[config.mk]
export PLATFORM = sky130hd
export DESIGN_NAME = int_to_roman_numeral_core
export DESIGN_NICKNAME = d
export VERILOG_FILES = /design/src/rtl/i2r_pkg.sv /design/src/rtl/int_to_roman_numeral_core.sv /design/src/rtl/i2r_ucode_rom.sv /design/src/rtl/i2r_datapath.sv
export SDC_FILE = /design/constraint.sdc
export NUM_CORES = 1
export LEC_CHECK = 0
export BUFFER_PORTS_ARGS = -buffer_cell sky130_fd_sc_hd__buf_2
export CORE_MARGIN = 4
export CORE_UTILIZATION = 50
export CTS_CLUSTER_SIZE = 8
export DETAILED_ROUTE_END_ITERATION = 16
export PLACE_DENSITY = 0.68
export SYNTH_ARGS = -nofsm -noshare
export SYNTH_HDL_FRONTEND = slang
export SYNTH_SLANG_ARGS = --single-unit
[constraint.sdc]
create_clock -name clk -period 9.35 [get_ports clk]
set_input_delay 0.935 -clock clk [delete_from_list [all_inputs] [get_ports clk]]
set_output_delay 0.935 -clock clk [all_outputs]
set_load 0.005 [all_outputs]
[src/rtl/i2r_pkg.sv]
package i2r_pkg;

  localparam int ValueWidth  = 12;
  localparam int SymbolWidth = 8;
  localparam int ConstWidth  = 10;
  localparam int StepWidth   = 5;
  localparam int MaxChars    = 15;
  localparam int CountWidth  = $clog2(MaxChars + 1);

  typedef logic [StepWidth-1:0]   step_t;
  typedef logic [SymbolWidth-1:0] symbol_t;
  typedef logic [ConstWidth-1:0]  kval_t;
  typedef logic [ValueWidth-1:0]  value_t;
  typedef logic [CountWidth-1:0]  count_t;

  // ascii codes
  localparam symbol_t SymI = 8'h49;
  localparam symbol_t SymV = 8'h56;
  localparam symbol_t SymX = 8'h58;
  localparam symbol_t SymL = 8'h4c;
  localparam symbol_t SymC = 8'h43;
  localparam symbol_t SymD = 8'h44;
  localparam symbol_t SymM = 8'h4d;

  // microprogram addresses
  localparam step_t StThou   = 5'd0;
  localparam step_t StH9     = 5'd1;
  localparam step_t StH9b    = 5'd2;
  localparam step_t StH5     = 5'd3;
  localparam step_t StH4     = 5'd4;
  localparam step_t StH4b    = 5'd5;
  localparam step_t StH1     = 5'd6;
  localparam step_t StT9     = 5'd7;
  localparam step_t StT9b    = 5'd8;
  localparam step_t StT5     = 5'd9;
  localparam step_t StT4     = 5'd10;
  localparam step_t StT4b    = 5'd11;
  localparam step_t StT1     = 5'd12;
  localparam step_t StU9     = 5'd13;
  localparam step_t StU9b    = 5'd14;
  localparam step_t StU5     = 5'd15;
  localparam step_t StU4     = 5'd16;
  localparam step_t StU4b    = 5'd17;
  localparam step_t StU1     = 5'd18;

  // one control word: a test step emits only if rem >= k, an emit step always does
  typedef struct packed {
    logic    cond_en;
    logic    sub;
    kval_t   k;
    symbol_t sym;
    step_t   jt;
    step_t   jf;
  } ucode_t;

  typedef struct packed {
    logic    load;
    value_t  value;
    logic    fire;
    logic    sub;
    kval_t   k;
    symbol_t sym;
    logic    last;
  } dp_ctrl_t;

  typedef struct packed {
    logic ge;
    logic rem_left_zero;
    logic out_valid;
  } dp_status_t;

  typedef enum logic {
    ST_IDLE,
    ST_RUN
  } state_t;

endpackage

[src/rtl/int_to_roman_numeral_core.sv]
// Integer to Roman numeral converter.
// Input channel: in_valid / in_ready with a 12-bit unsigned value. One value
// is taken whenever the sequencer is idle.
// Output channel: out_valid / out_ready carrying one ASCII character (symbol)
// per item, most significant first; last marks the final character. A value
// of zero yields no items. Thousands at 4000 and up give four M characters,
// and a numeral is cut off after fifteen characters.
// A small microprogram walks the subtractive table 1000, 900, 500, 400, ...
// one control word per cycle unless the output stalls: a test step compares
// the remainder against its constant and emits a character if it fits, an
// emit step always does. Each step either emits one character or makes one
// failed test, and the sequence ends on the character that brings the
// remainder to zero or on the fifteenth character. in_ready stays low until
// the final character is emitted, so no new value is taken while one runs.
// Values from 1000 emit on the first step, small values such as 1 first make
// their failed tests.
// When out_ready is low the pending character holds in the output register
// and the sequencer waits on its next emit step until that slot frees.
// Reset returns the sequencer to idle and drops out_valid.
module int_to_roman_numeral_core
  import i2r_pkg::*;
(
  input  logic    clk,
  input  logic    rst,
  input  logic    in_valid,
  output logic    in_ready,
  input  value_t  value,
  output logic    out_valid,
  input  logic    out_ready,
  output symbol_t symbol,
  output logic    last
);

  state_t     state;
  state_t     state_next;
  step_t      step;
  step_t      step_next;
  count_t     count;
  count_t     count_next;
  ucode_t     cw;
  dp_ctrl_t   ctrl;
  dp_status_t status;

  logic taken;
  logic running;
  logic emit;
  logic fire;
  logic advance;
  logic is_last;

  i2r_ucode_rom u_rom (
    .step (step),
    .cw   (cw)
  );

  i2r_datapath u_dp (
    .clk       (clk),
    .rst       (rst),
    .ctrl      (ctrl),
    .out_ready (out_ready),
    .status    (status),
    .symbol    (symbol),
    .last      (last)
  );

  assign out_valid = status.out_valid;
  assign in_ready  = (state == ST_IDLE);

  assign running = (state == ST_RUN);
  assign taken   = !cw.cond_en || status.ge;
  assign emit    = running && taken;
  assign fire    = emit && (!status.out_valid || out_ready);
  assign advance = running && (!emit || fire);
  assign is_last = status.rem_left_zero || (count == count_t'(MaxChars - 1));

  always_comb begin
    ctrl.load  = in_valid && in_ready;
    ctrl.value = value;
    ctrl.fire  = fire;
    ctrl.sub   = cw.sub;
    ctrl.k     = cw.k;
    ctrl.sym   = cw.sym;
    ctrl.last  = is_last;
  end

  always_ff @(posedge clk) begin
    if (rst) begin
      state <= ST_IDLE;
      step  <= StThou;
      count <= '0;
    end else begin
      state <= state_next;
      step  <= step_next;
      count <= count_next;
    end
  end

  always_comb begin
    state_next = state;
    step_next  = step;
    count_next = count;
    case (state)
      ST_IDLE: begin
        if (in_valid && (value != '0)) begin
          state_next = ST_RUN;
          step_next  = StThou;
          count_next = '0;
        end
      end
      ST_RUN: begin
        if (advance) begin
          step_next = taken ? cw.jt : cw.jf;
        end
        if (fire) begin
          count_next = count + count_t'(1);
          if (is_last) begin
            state_next = ST_IDLE;
          end
        end
      end
      default: begin
        state_next = ST_IDLE;
      end
    endcase
  end

endmodule

[src/rtl/i2r_ucode_rom.sv]
module i2r_ucode_rom
  import i2r_pkg::*;
(
  input  step_t  step,
  output ucode_t cw
);

  function automatic ucode_t word(logic cond_en, logic sub, int k, symbol_t sym,
                                  step_t jt, step_t jf);
    ucode_t w;
    w.cond_en = cond_en;
    w.sub     = sub;
    w.k       = kval_t'(k);
    w.sym     = sym;
    w.jt      = jt;
    w.jf      = jf;
    return w;
  endfunction

  always_comb begin
    case (step)
      StThou: cw = word(1'b1, 1'b1, 1000, SymM, StThou, StH9);
      StH9:   cw = word(1'b1, 1'b0, 900,  SymC, StH9b,  StH5);
      StH9b:  cw = word(1'b0, 1'b1, 900,  SymM, StT9,   StT9);
      StH5:   cw = word(1'b1, 1'b1, 500,  SymD, StH1,   StH4);
      StH4:   cw = word(1'b1, 1'b0, 400,  SymC, StH4b,  StH1);
      StH4b:  cw = word(1'b0, 1'b1, 400,  SymD, StT9,   StT9);
      StH1:   cw = word(1'b1, 1'b1, 100,  SymC, StH1,   StT9);
      StT9:   cw = word(1'b1, 1'b0, 90,   SymX, StT9b,  StT5);
      StT9b:  cw = word(1'b0, 1'b1, 90,   SymC, StU9,   StU9);
      StT5:   cw = word(1'b1, 1'b1, 50,   SymL, StT1,   StT4);
      StT4:   cw = word(1'b1, 1'b0, 40,   SymX, StT4b,  StT1);
      StT4b:  cw = word(1'b0, 1'b1, 40,   SymL, StU9,   StU9);
      StT1:   cw = word(1'b1, 1'b1, 10,   SymX, StT1,   StU9);
      StU9:   cw = word(1'b1, 1'b0, 9,    SymI, StU9b,  StU5);
      StU9b:  cw = word(1'b0, 1'b1, 9,    SymX, StU1,   StU1);
      StU5:   cw = word(1'b1, 1'b1, 5,    SymV, StU1,   StU4);
      StU4:   cw = word(1'b1, 1'b0, 4,    SymI, StU4b,  StU1);
      StU4b:  cw = word(1'b0, 1'b1, 4,    SymV, StU1,   StU1);
      StU1:   cw = word(1'b1, 1'b1, 1,    SymI, StU1,   StU1);
      default: cw = word(1'b0, 1'b0, 0,   SymI, StThou, StThou);
    endcase
  end

endmodule

[src/rtl/i2r_datapath.sv]
module i2r_datapath
  import i2r_pkg::*;
(
  input  logic       clk,
  input  logic       rst,
  input  dp_ctrl_t   ctrl,
  input  logic       out_ready,
  output dp_status_t status,
  output symbol_t    symbol,
  output logic       last
);

  value_t rem;
  value_t rem_sub;
  value_t rem_left;
  logic   out_valid;

  assign rem_sub  = rem - {{(ValueWidth-ConstWidth){1'b0}}, ctrl.k};
  assign rem_left = ctrl.sub ? rem_sub : rem;

  assign status.ge            = rem >= {{(ValueWidth-ConstWidth){1'b0}}, ctrl.k};
  assign status.rem_left_zero = (rem_left == '0);
  assign status.out_valid     = out_valid;

  always_ff @(posedge clk) begin
    if (ctrl.load) begin
      rem <= ctrl.value;
    end else if (ctrl.fire && ctrl.sub) begin
      rem <= rem_sub;
    end
  end

  // output register, refilled in the cycle it is taken
  always_ff @(posedge clk) begin
    if (rst) begin
      out_valid <= 1'b0;
    end else if (ctrl.fire) begin
      out_valid <= 1'b1;
    end else if (out_ready) begin
      out_valid <= 1'b0;
    end
  end

  always_ff @(posedge clk) begin
    if (ctrl.fire) begin
      symbol <= ctrl.sym;
      last   <= ctrl.last;
    end
  end

endmodule
---- Yosys cells after proc, flatten, opt, wreduce, memory -nomap -nowiden ----
Memories as Yosys holds them, arrays and structs flattened. A register that Yosys moved wholly into a read port is not among the register bits.
Index checks and enable logic that the tools add are counted.
word-level totals
  memory bits (writable) .................. 0
  output and inout port bits .............. 11
  register bits after elaboration ......... 32
  memories ................................ 1
  bits in latches ......................... 0
  input bits .............................. 16
  ROM bits ................................ 864
memories
  memory           words  width  read ports  clocked after memory_dff  write ports  RTL line             text
  (no name shown)  32     27     1           1                         0            i2r_ucode_rom.sv:21  case (step)
operators by class
  add/sub/neg operators ................... 2
  bitwise logic cells ..................... 1
  reduce and logical (&&, ||, !) cells .... 19
  equal/unequal tests ..................... 4
  $mul .................................... 0
  div/mod/pow operators ................... 0
  $lt $le $gt $ge ......................... 1
  shifts and indexed selects .............. 0
  muxes and demuxes ....................... 18
operators by type and width
  cell                                                   number
  2-to-1 mux 12 bit                                      3
  2-to-1 mux 5 bit                                       5
  greater-or-equal comparator 12 x 10 -> 1 bit           1
  zero test 12 bit                                       1
  nonzero test 12 bit                                    1
  subtractor 12 x 10 -> 12 bit                           1
  one-hot mux 5 bit (2 select lines)                     1
  2-to-1 mux 4 bit                                       2
  one-hot mux 4 bit (2 select lines)                     1
  logical AND 1 bit                                      6
  inequality test 2 x 1 -> 1 bit, second input constant  3
  2-to-1 mux 1 bit                                       5
  adder 4 x 1 -> 4 bit, second input constant            1
  equality test 4 bit, second input constant             1
  logical OR 1 bit                                       4
  AND reduction 2 bit                                    2
  nonzero test 2 bit                                     2
  zero test 1 bit                                        3
  one-hot mux 1 bit (2 select lines)                     1
  inverter 1 bit                                         1

---- Longest topological paths before layout ----
Gate-level depths: netlist of the first run.
  word-level depth ........................ 10
  depth in mapped cells ................... 15
  depth with buffers taken out ............ 14

---- Modules after synthesis ----
Synthesis of the first run repeated with hierarchy kept, for this count alone.
unflattened totals
  cell total of the unflattened synthesis .. 373
  area, all modules ....................... 3238.1 µm²
modules (own cells, without submodules)
  module                     cells each  seq. area each (µm²)  area each (µm²)  times used
  i2r_datapath               164         650.6                 1582.8           1
  i2r_ucode_rom              144         0.0                   1027.2           1
  int_to_roman_numeral_core  65          200.2                 628.1            1

---- Least setup slack after synthesis of the first run ----
Ideal clock, no wire load.
  path kind ............................... input -> register
  start point ............................. input value[3]
  end point ............................... register u_rom.cw[10] (netlist name)
  setup time .............................. 0.120 ns
  stages on the path ...................... 11
  arrival ................................. 3.456 ns
  required time ........................... 9.230 ns
  slack ................................... 5.774 ns
  path through ............................ or4_1 o41ai_4 a21oi_2 nand2_4 a221oi_2 buf_2 nor2_1 inv_1 ha_1 a22o_1 a211o_1
between the ends
  longest elaborated chain between the ends .. 6
RTL lines
  what                                             RTL line                          text
  from (decl)                                      int_to_roman_numeral_core.sv:27   input value_t value,
  nonzero test 12 bit                              int_to_roman_numeral_core.sv:104  if (in_valid && (value != '0)) begin
  logical AND 1 bit                                int_to_roman_numeral_core.sv:104
  inequality test 2 x 1 -> 1 bit (no source line)  n/a
  AND reduction 2 bit (no source line)             n/a
  2-to-1 mux 5 bit (no source line) (2 in a row)   n/a
No other way between the ends.
A chain may end at the register's enable or synchronous reset.

---- Final worst setup path of the first run ----
  start point ............................. register u_dp.rem[5]
  end point ............................... register u_rom.cw[13] (netlist name)
between the ends
  longest elaborated chain between the ends .. 10
  elaborated cells on any way between the ends .. 14
RTL lines
  what                                                  RTL line                                                          text
  from (decl)                                           i2r_datapath.sv:13                                                value_t rem;
  from (signal assigned)                                i2r_datapath.sv:27                                                rem <= ctrl.value;
  from (signal assigned)                                i2r_datapath.sv:29                                                rem <= rem_sub;
  greater-or-equal comparator 12 x 10 -> 1 bit *        i2r_datapath.sv:21                                                assign status.ge = rem >= {{(ValueWidth-ConstWidth){1'b0}}, ctrl.k};
  logical OR 1 bit *                                    int_to_roman_numeral_core.sv:70                                   assign taken = !cw.cond_en || status.ge;
  logical AND 1 bit                                     int_to_roman_numeral_core.sv:71                                   assign emit = running && taken;
  zero test 1 bit or logical AND 1 bit (tied branches)  int_to_roman_numeral_core.sv:73, int_to_roman_numeral_core.sv:72
  logical OR 1 bit                                      int_to_roman_numeral_core.sv:73                                   assign advance = running && (!emit || fire);
  logical AND 1 bit                                     int_to_roman_numeral_core.sv:73
  inequality test 2 x 1 -> 1 bit (no source line)       n/a
  AND reduction 2 bit (no source line)                  n/a
  2-to-1 mux 5 bit (no source line) * (2 in a row)      n/a
Mark *: on every way between the ends. The rest lies on a longest branch, timed or not. The select of a mux whose other input is x is not followed.

==> results.sh, run 1 <==
export IMPL_peakVddDrop_v=0.00006510
export IMPL_netlist_area_leader_share_pct=20.97
export IMPL_drt_iter0_drc=350
export IMPL_worst_pin_slew_ps=824.5
export IMPL_drv_cap=0
export IMPL_drive_gt1_share_pct=13.52
export IMPL_finalMaxSlewViolations=0
export IMPL_grt_overflow=0
export IMPL_nNetsFinal=428
export IMPL_crit_arrival_ps=4210
export IMPL_clockBufferDepth=2
export IMPL_skew_ps=7.457
export IMPL_grt_usage_pct=20.73
export IMPL_ys_top_cells_by_count="nor2_1 (37), dfxtp_1 (35), nand2_1 (30)"
export IMPL_timing_final_ws_setup_ps=5333
export IMPL_io_buffers=23
export IMPL_required_ps=9540
export IMPL_fmax_mhz=248.9
export IMPL_status="complete, no violations"
export IMPL_chipWidth_um=89.74
export IMPL_drtAntennaViolNets=0
export IMPL_wl_met3_um=731
export IMPL_final_util_pct=55.33
export IMPL_die_y_um=89.74
export IMPL_ys_ff_latch=53
export IMPL_ys_types=72
export IMPL_htreeDepth=2
export IMPL_yosysTopAreaCell="dfxtp_1"
export IMPL_vias=2866
export IMPL_syn_avg_cell_area_um2=8.838
export IMPL_synth_most_common_cell="nor2_1"
export IMPL_dieArea_um2=8053
export IMPL_syn_inst=378
export IMPL_viasPerCell=6.111
export IMPL_n_antenna_cell=0
export IMPL_start_util_pct=52.02
export IMPL_synthTopCellsByArea="dfxtp_1 (21%), edfxtp_1 (16%), ha_1 (7.5%), nor2_1 (4.2%), nand2_1 (3.4%)"
export IMPL_totalWireLength_um=8300
export IMPL_top_layer="met4"
export IMPL_whs_ps=410.6
export IMPL_cts_hold_buffers=0
export IMPL_cts_root_buf="clkbuf_8"
export IMPL_power_uw=587.2
export IMPL_rsz0062_at_grt="no"
export IMPL_hold_viol=0
export IMPL_min_period_ps=4017
export IMPL_dpl_hpwl_um=6279
export IMPL_p_leak_uw=0.001478
export IMPL_cts_sinks=53
export IMPL_cts_resized=0
export IMPL_num_rows=29
export IMPL_worstSetupEndpointType="register"
export IMPL_areaGrowthSynthToFinish_pct=6.367
export IMPL_cp_max_fo=8
export IMPL_grt_start_max_net_pins=28
export IMPL_wl_per_cell_um=17.70
export IMPL_crit_type="reg2reg"
export IMPL_grt_pass1_vias=2633
export IMPL_io_pins=27
export IMPL_cts_made_buffers=5
export IMPL_yosysWarnings=0
export IMPL_synth_ff_type="dfxtp_1"
export IMPL_slew_headroom_pct=44.66
export IMPL_postCtsSetupBuffers=0
export IMPL_synth_edff_count=18
export IMPL_core_um2=6422
export IMPL_clkTransAtPathRegs_ps=90
export IMPL_ys_seq_area_share_pct=37.15
export IMPL_gp_congestion=0.9542
export IMPL_cts_tree="yes"
export IMPL_grt_pass1_wl_um=13610
export IMPL_drt_met1_wl_um=3917
export IMPL_final_setup_viol_count=0
export IMPL_post_route_drc_count=0
export IMPL_pre_cts_slack_ps=5402
export IMPL_crit_path_start_kind="register"
export IMPL_first_pass_iters=5
export IMPL_power_density_nw_per_um2=165.2
export IMPL_ys_async_sr_fraction_pct=0
export IMPL_synth_cell_area_um2=3341
export IMPL_met2_length_um=3574
export IMPL_tns_ps=0
export IMPL_hold_class="reg2reg"
export IMPL_antenna_found_initial=0
export IMPL_clk_latency_ps=300
export IMPL_fin_crit_sh_pct=42.97
final cells by class:
cell class                      count  area (um^2)
Multi-Input combinational cell    282         1912
Fill cell                         611         2869
Clock buffer                        7        76.32
Clock inverter                      1        7.507
Timing Repair Buffer               25        130.1
Inverter                           24        90.09
Tap cell                           77        96.34
Sequential cell                    53         1241
state kept, by name, indices dropped and copies added (netlist names):
signal / flops
count: 4
running: 1
step: 5
u_dp.last: 1
u_dp.out_valid: 1
u_dp.rem: 12
u_dp.symbol: 5
u_rom.cw: 24
through the flow:
| stage | instance area, um^2 | cells |
|---|---|---|
| final | 3553 | 469 |
| after global routing | 3553 | 469 |
| after CTS | 3553 | 469 |
| after detailed placement | 3470 | 461 |
| after global placement | 3470 | 461 |
| after floorplan | 3344 | 379 |
where the power goes:
group          internal (uW)  switching, uW
logic                   69.3            108
clock network           53.2           73.8
registers                267           15.7
routing by layer:
layer	track usage, %	vias up
met5	0	-
li1	-	1398
met4	4.981	0
met2	30.33	129
met1	31.48	1331
met3	3.840	8
cell usage in the layout, fill, tap and decap left out, types with 3 or more instances in the layout:
cell type	count
o22ai_1	3
ha_1	20
and3_1	7
clkbuf_8	5
a2bb2oi_1	3
mux2i_1	5
or4_1	5
a31oi_1	4
nand2b_1	4
nand2_1	30
nand4_1	5
o21ai_0	20
nor2b_1	4
a21oi_1	16
inv_1	23
or3_1	4
nor3_1	13
edfxtp_1	18
buf_2	23
a211oi_1	3
conb_1	3
nand3_1	17
o31a_1	3
o211ai_1	6
xor2_1	5
o21ai_1	6
dfxtp_1	35
nor2_1	37
xnor2_1	8
kinds of logic after synthesis:
logic type                 synth area share, %
adders and majority gates                8.090
AOI/OAI and AO/OA                        22.40
DFF                                      37.15
muxes                                    1.498
xor gates and xnor gates                 3.408
other                                   0.2248
buffers and inverters                    5.730
and+or+nand+nor                          21.50
final timing paths:
check,cells past startpoint,slack (ps),from,to
setup / recovery,12,5330,u_dp.rem[5],u_rom.cw[13]
hold / removal,0,410,u_rom.cw[13],u_dp.symbol[3]
setup reg to reg,12,5330,u_dp.rem[5],u_rom.cw[13]
hold reg to reg,0,410,u_rom.cw[13],u_dp.symbol[3]
critical path, cell delays in order (launching register included):
cell      delay, ps
edfxtp_1        400
ha_1            380
a211oi_2        290
o211ai_1        180
o21ai_1         390
nand2_1         240
a221oi_2        660
nor2_1          240
inv_1           180
ha_1            310
nor3b_1         220
a31oi_1          80
o32a_1          320
No activity file was read; power rests on OpenSTA's default activity.
==> run 2, diff against run 1 <==
Settings changed: ABC_AREA from default to 1, PLACE_DENSITY 0.68 to 0.71.
Clock period 9.35 ns to 3.6 ns, I/O delays scaled along.
==> results.sh, run 2 <==
export IMPL_skew_ps=15.72
export IMPL_final_cell_mix="nand2_1 (131), inv_1 (65), nand3_1 (41)"
export IMPL_syn_inst=459
export IMPL_crit_path_start_kind="register"
export IMPL_postCtsSetupBuffers=0
export IMPL_min_period_ps=3204
export IMPL_p_sw_uw=899.2
export IMPL_drv_cap=0
export IMPL_cts_sinks=53
export IMPL_cts_made_buffers=5
export IMPL_clockBufferDepth=2
export IMPL_final_setup_viol_count=0
export IMPL_worst_pin_slew_ps=706.2
export IMPL_synth_most_common_cell="nand2_1"
export IMPL_ys_async_sr_fraction_pct=0
export IMPL_post_route_drc_count=0
export IMPL_vias=2940
export IMPL_hold_class="in2reg"
export IMPL_core_um2=6756
export IMPL_gp_congestion=0.9402
export IMPL_io_pins=27
export IMPL_p_seq_share_pct=38.2
export IMPL_final_util_pct=54.78
export IMPL_grt_pass1_wl_um=13080
export IMPL_clk_latency_ps=310
export IMPL_grt_pass1_vias=2869
export IMPL_first_pass_iters=4
export IMPL_drive_gt1_share_pct=15.32
export IMPL_required_ps=3820
export IMPL_slew_headroom_pct=52.81
export IMPL_die_y_um=91.30
export IMPL_grt_usage_pct=19.34
export IMPL_crit_arrival_ps=3420
export IMPL_clkTransAtPathRegs_ps=100
export IMPL_status="complete, no violations"
export IMPL_nNetsFinal=519
export IMPL_cp_max_fo=11
export IMPL_power_frac_comb_pct=45.8
export IMPL_start_util_pct=51.35
export IMPL_n_antenna_cell=0
export IMPL_n_fill_cell=641
export IMPL_placed_area_um2=3611
export IMPL_finalMaxSlewViolations=0
export IMPL_power_density_nw_per_um2=584.9
export IMPL_pre_cts_slack_ps=422.8
export IMPL_ys_top_cells_by_count="nand2_1 (131), inv_1 (65), nand3_1 (41)"
export IMPL_cts_resized=0
export IMPL_yosysWarnings=0
export IMPL_yosysTopAreaCell="dfxtp_1"
export IMPL_drt_iter0_drc=160
export IMPL_cts_root_buf="clkbuf_8"
export IMPL_ys_types=42
export IMPL_cts_hold_buffers=0
export IMPL_largest_register_ffs=24
export IMPL_p_clk_share_pct=16.0
export IMPL_design_area_um2=3701
export IMPL_final_common_cell="nand2_1"
export IMPL_dpl_hpwl_um=6117
export IMPL_rsz0062_at_grt="no"
export IMPL_crit_type="reg2reg"
export IMPL_dieArea_um2=8336
export IMPL_p_sw_share_pct=41.54
export IMPL_ys_ff_latch=53
export IMPL_num_rows=30
export IMPL_netlist_area_leader_share_pct=20.19
export IMPL_p_leak_uw=0.001861
export IMPL_synth_cell_area_um2=3470
export IMPL_io_buffers=23
export IMPL_antenna_found_initial=0
export IMPL_htreeDepth=2
export IMPL_tns_ps=0
export IMPL_worstSetupEndpointType="register"
export IMPL_fmax_mhz=312.1
export IMPL_synthTopCellsByArea="dfxtp_1 (20%), edfxtp_1 (16%), nand2_1 (14%), ha_1 (7.2%), inv_1 (7.0%)"
export IMPL_wl_per_cell_um=13.62
export IMPL_chipWidth_um=91.30
export IMPL_synth_edff_count=18
export IMPL_peakVddDrop_v=0.0002048
export IMPL_fin_crit_sh_pct=89.00
export IMPL_hold_viol=0
export IMPL_grt_overflow=0
export IMPL_viasPerCell=5.222
export IMPL_intPower_uw=1266
export IMPL_ys_seq_area_share_pct=35.77
export IMPL_grt_start_max_net_pins=25
export IMPL_cts_tree="yes"
export IMPL_timing_final_ws_setup_ps=396.0
export IMPL_areaGrowthSynthToFinish_pct=6.671
export IMPL_totalWireLength_um=7667
export IMPL_drtAntennaViolNets=0
export IMPL_syn_avg_cell_area_um2=7.559
export IMPL_synth_ff_type="dfxtp_1"
run 2: cell types whose count changed after synthesis, moves of 8 or more:
cell / change
a21oi_1: +9
inv_1: +42
nand2_1: +101
nand2_2: +8
nand3_1: +24
nor2_1: -15
nor3_1: -10
run 2: layer usage:
layer / track usage [%] / up-vias / routed length (um)
li1: - / 1519 / -
met1: 24.99 / 1326 / 3453
met2: 32.43 / 76 / 3611
met3: 2.734 / 19 / 380
met4: 7.789 / 0 / 222
met5: 0 / - / 0
run 2: area by class of cell:
class | instances | area [um^2] | area share [%]
multi-input cells | 325 | 1849 | 49.97
flip-flops and latches | 53 | 1241 | 33.54
inverters | 72 | 290.3 | 7.843
repair buffers | 25 | 130.1 | 3.516
well taps | 80 | 100.1 | 2.705
clock buffers | 5 | 68.82 | 1.859
clock inverters | 3 | 21.27 | 0.5747
run 2: power by group through the flow:
| stage | Sequential [uW] | Combinational [uW] | Clock (uW) |
|---|---|---|---|
| CTS | 827 | 992 | 352 |
| floorplan | 819 | 804 | 0 |
| global placement | 840 | 981 | 0 |
| detailed placement | 841 | 987 | 0 |
| global route | 840 | 1140 | 374 |
| finish | 827 | 991 | 346 |
run 2: cells by family (layout without fill, tap and decap cells):
family	count (synthesis)	after routing	share of synthesized area, %
simple gates	238	238	34.33
buf+inv	82	105	11.04
compound gates	57	57	9.268
flops	53	53	35.77
fa+ha+maj	21	21	7.789
xor+xnor	5	5	1.262
other cells	2	3	0.2165
mux	1	1	0.3245
run 2: path summary, 6_finish.rpt:
check / start / to / slack, ps / cells past startpoint
max: u_dp.rem[0] / u_rom.cw[12] / 400 / 22
min: rst / u_dp.out_valid / 260 / 2
max reg2reg: u_dp.rem[0] / u_rom.cw[12] / 400 / 22
min reg2reg: u_rom.cw[10] / u_dp.symbol[0] / 410 / 0
run 2: critical path: stages, from the launching register on:
cell and delay [ps]:
edfxtp_1 330, inv_1 50, ha_1 200, fa_1 420, inv_1 70, nand3_1 60
nand2_1 130, nand2_1 80, nand2_2 90, nand2_4 70, nand2_4 100, nand3_4 100
nand2_8 110, inv_4 60, nand2_1 110, nand3_2 210, inv_1 190, ha_1 240
inv_1 70, nand2_1 160, nand3_1 110, nand3_1 100, nand2_1 60
run 2: per-stage QoR:
stage | std cells | total power, uW | hold slack [ps]
6_report | 563 | 2165 | 264.7
3_3_place_gp | 555 | 1821 | 387.6
5_1_grt | 563 | 2354 | 254.7
4_1_cts | 563 | 2171 | 260.3
3_5_place_dp | 555 | 1828 | 389.5
2_1_floorplan | 460 | 1623 | 385.5
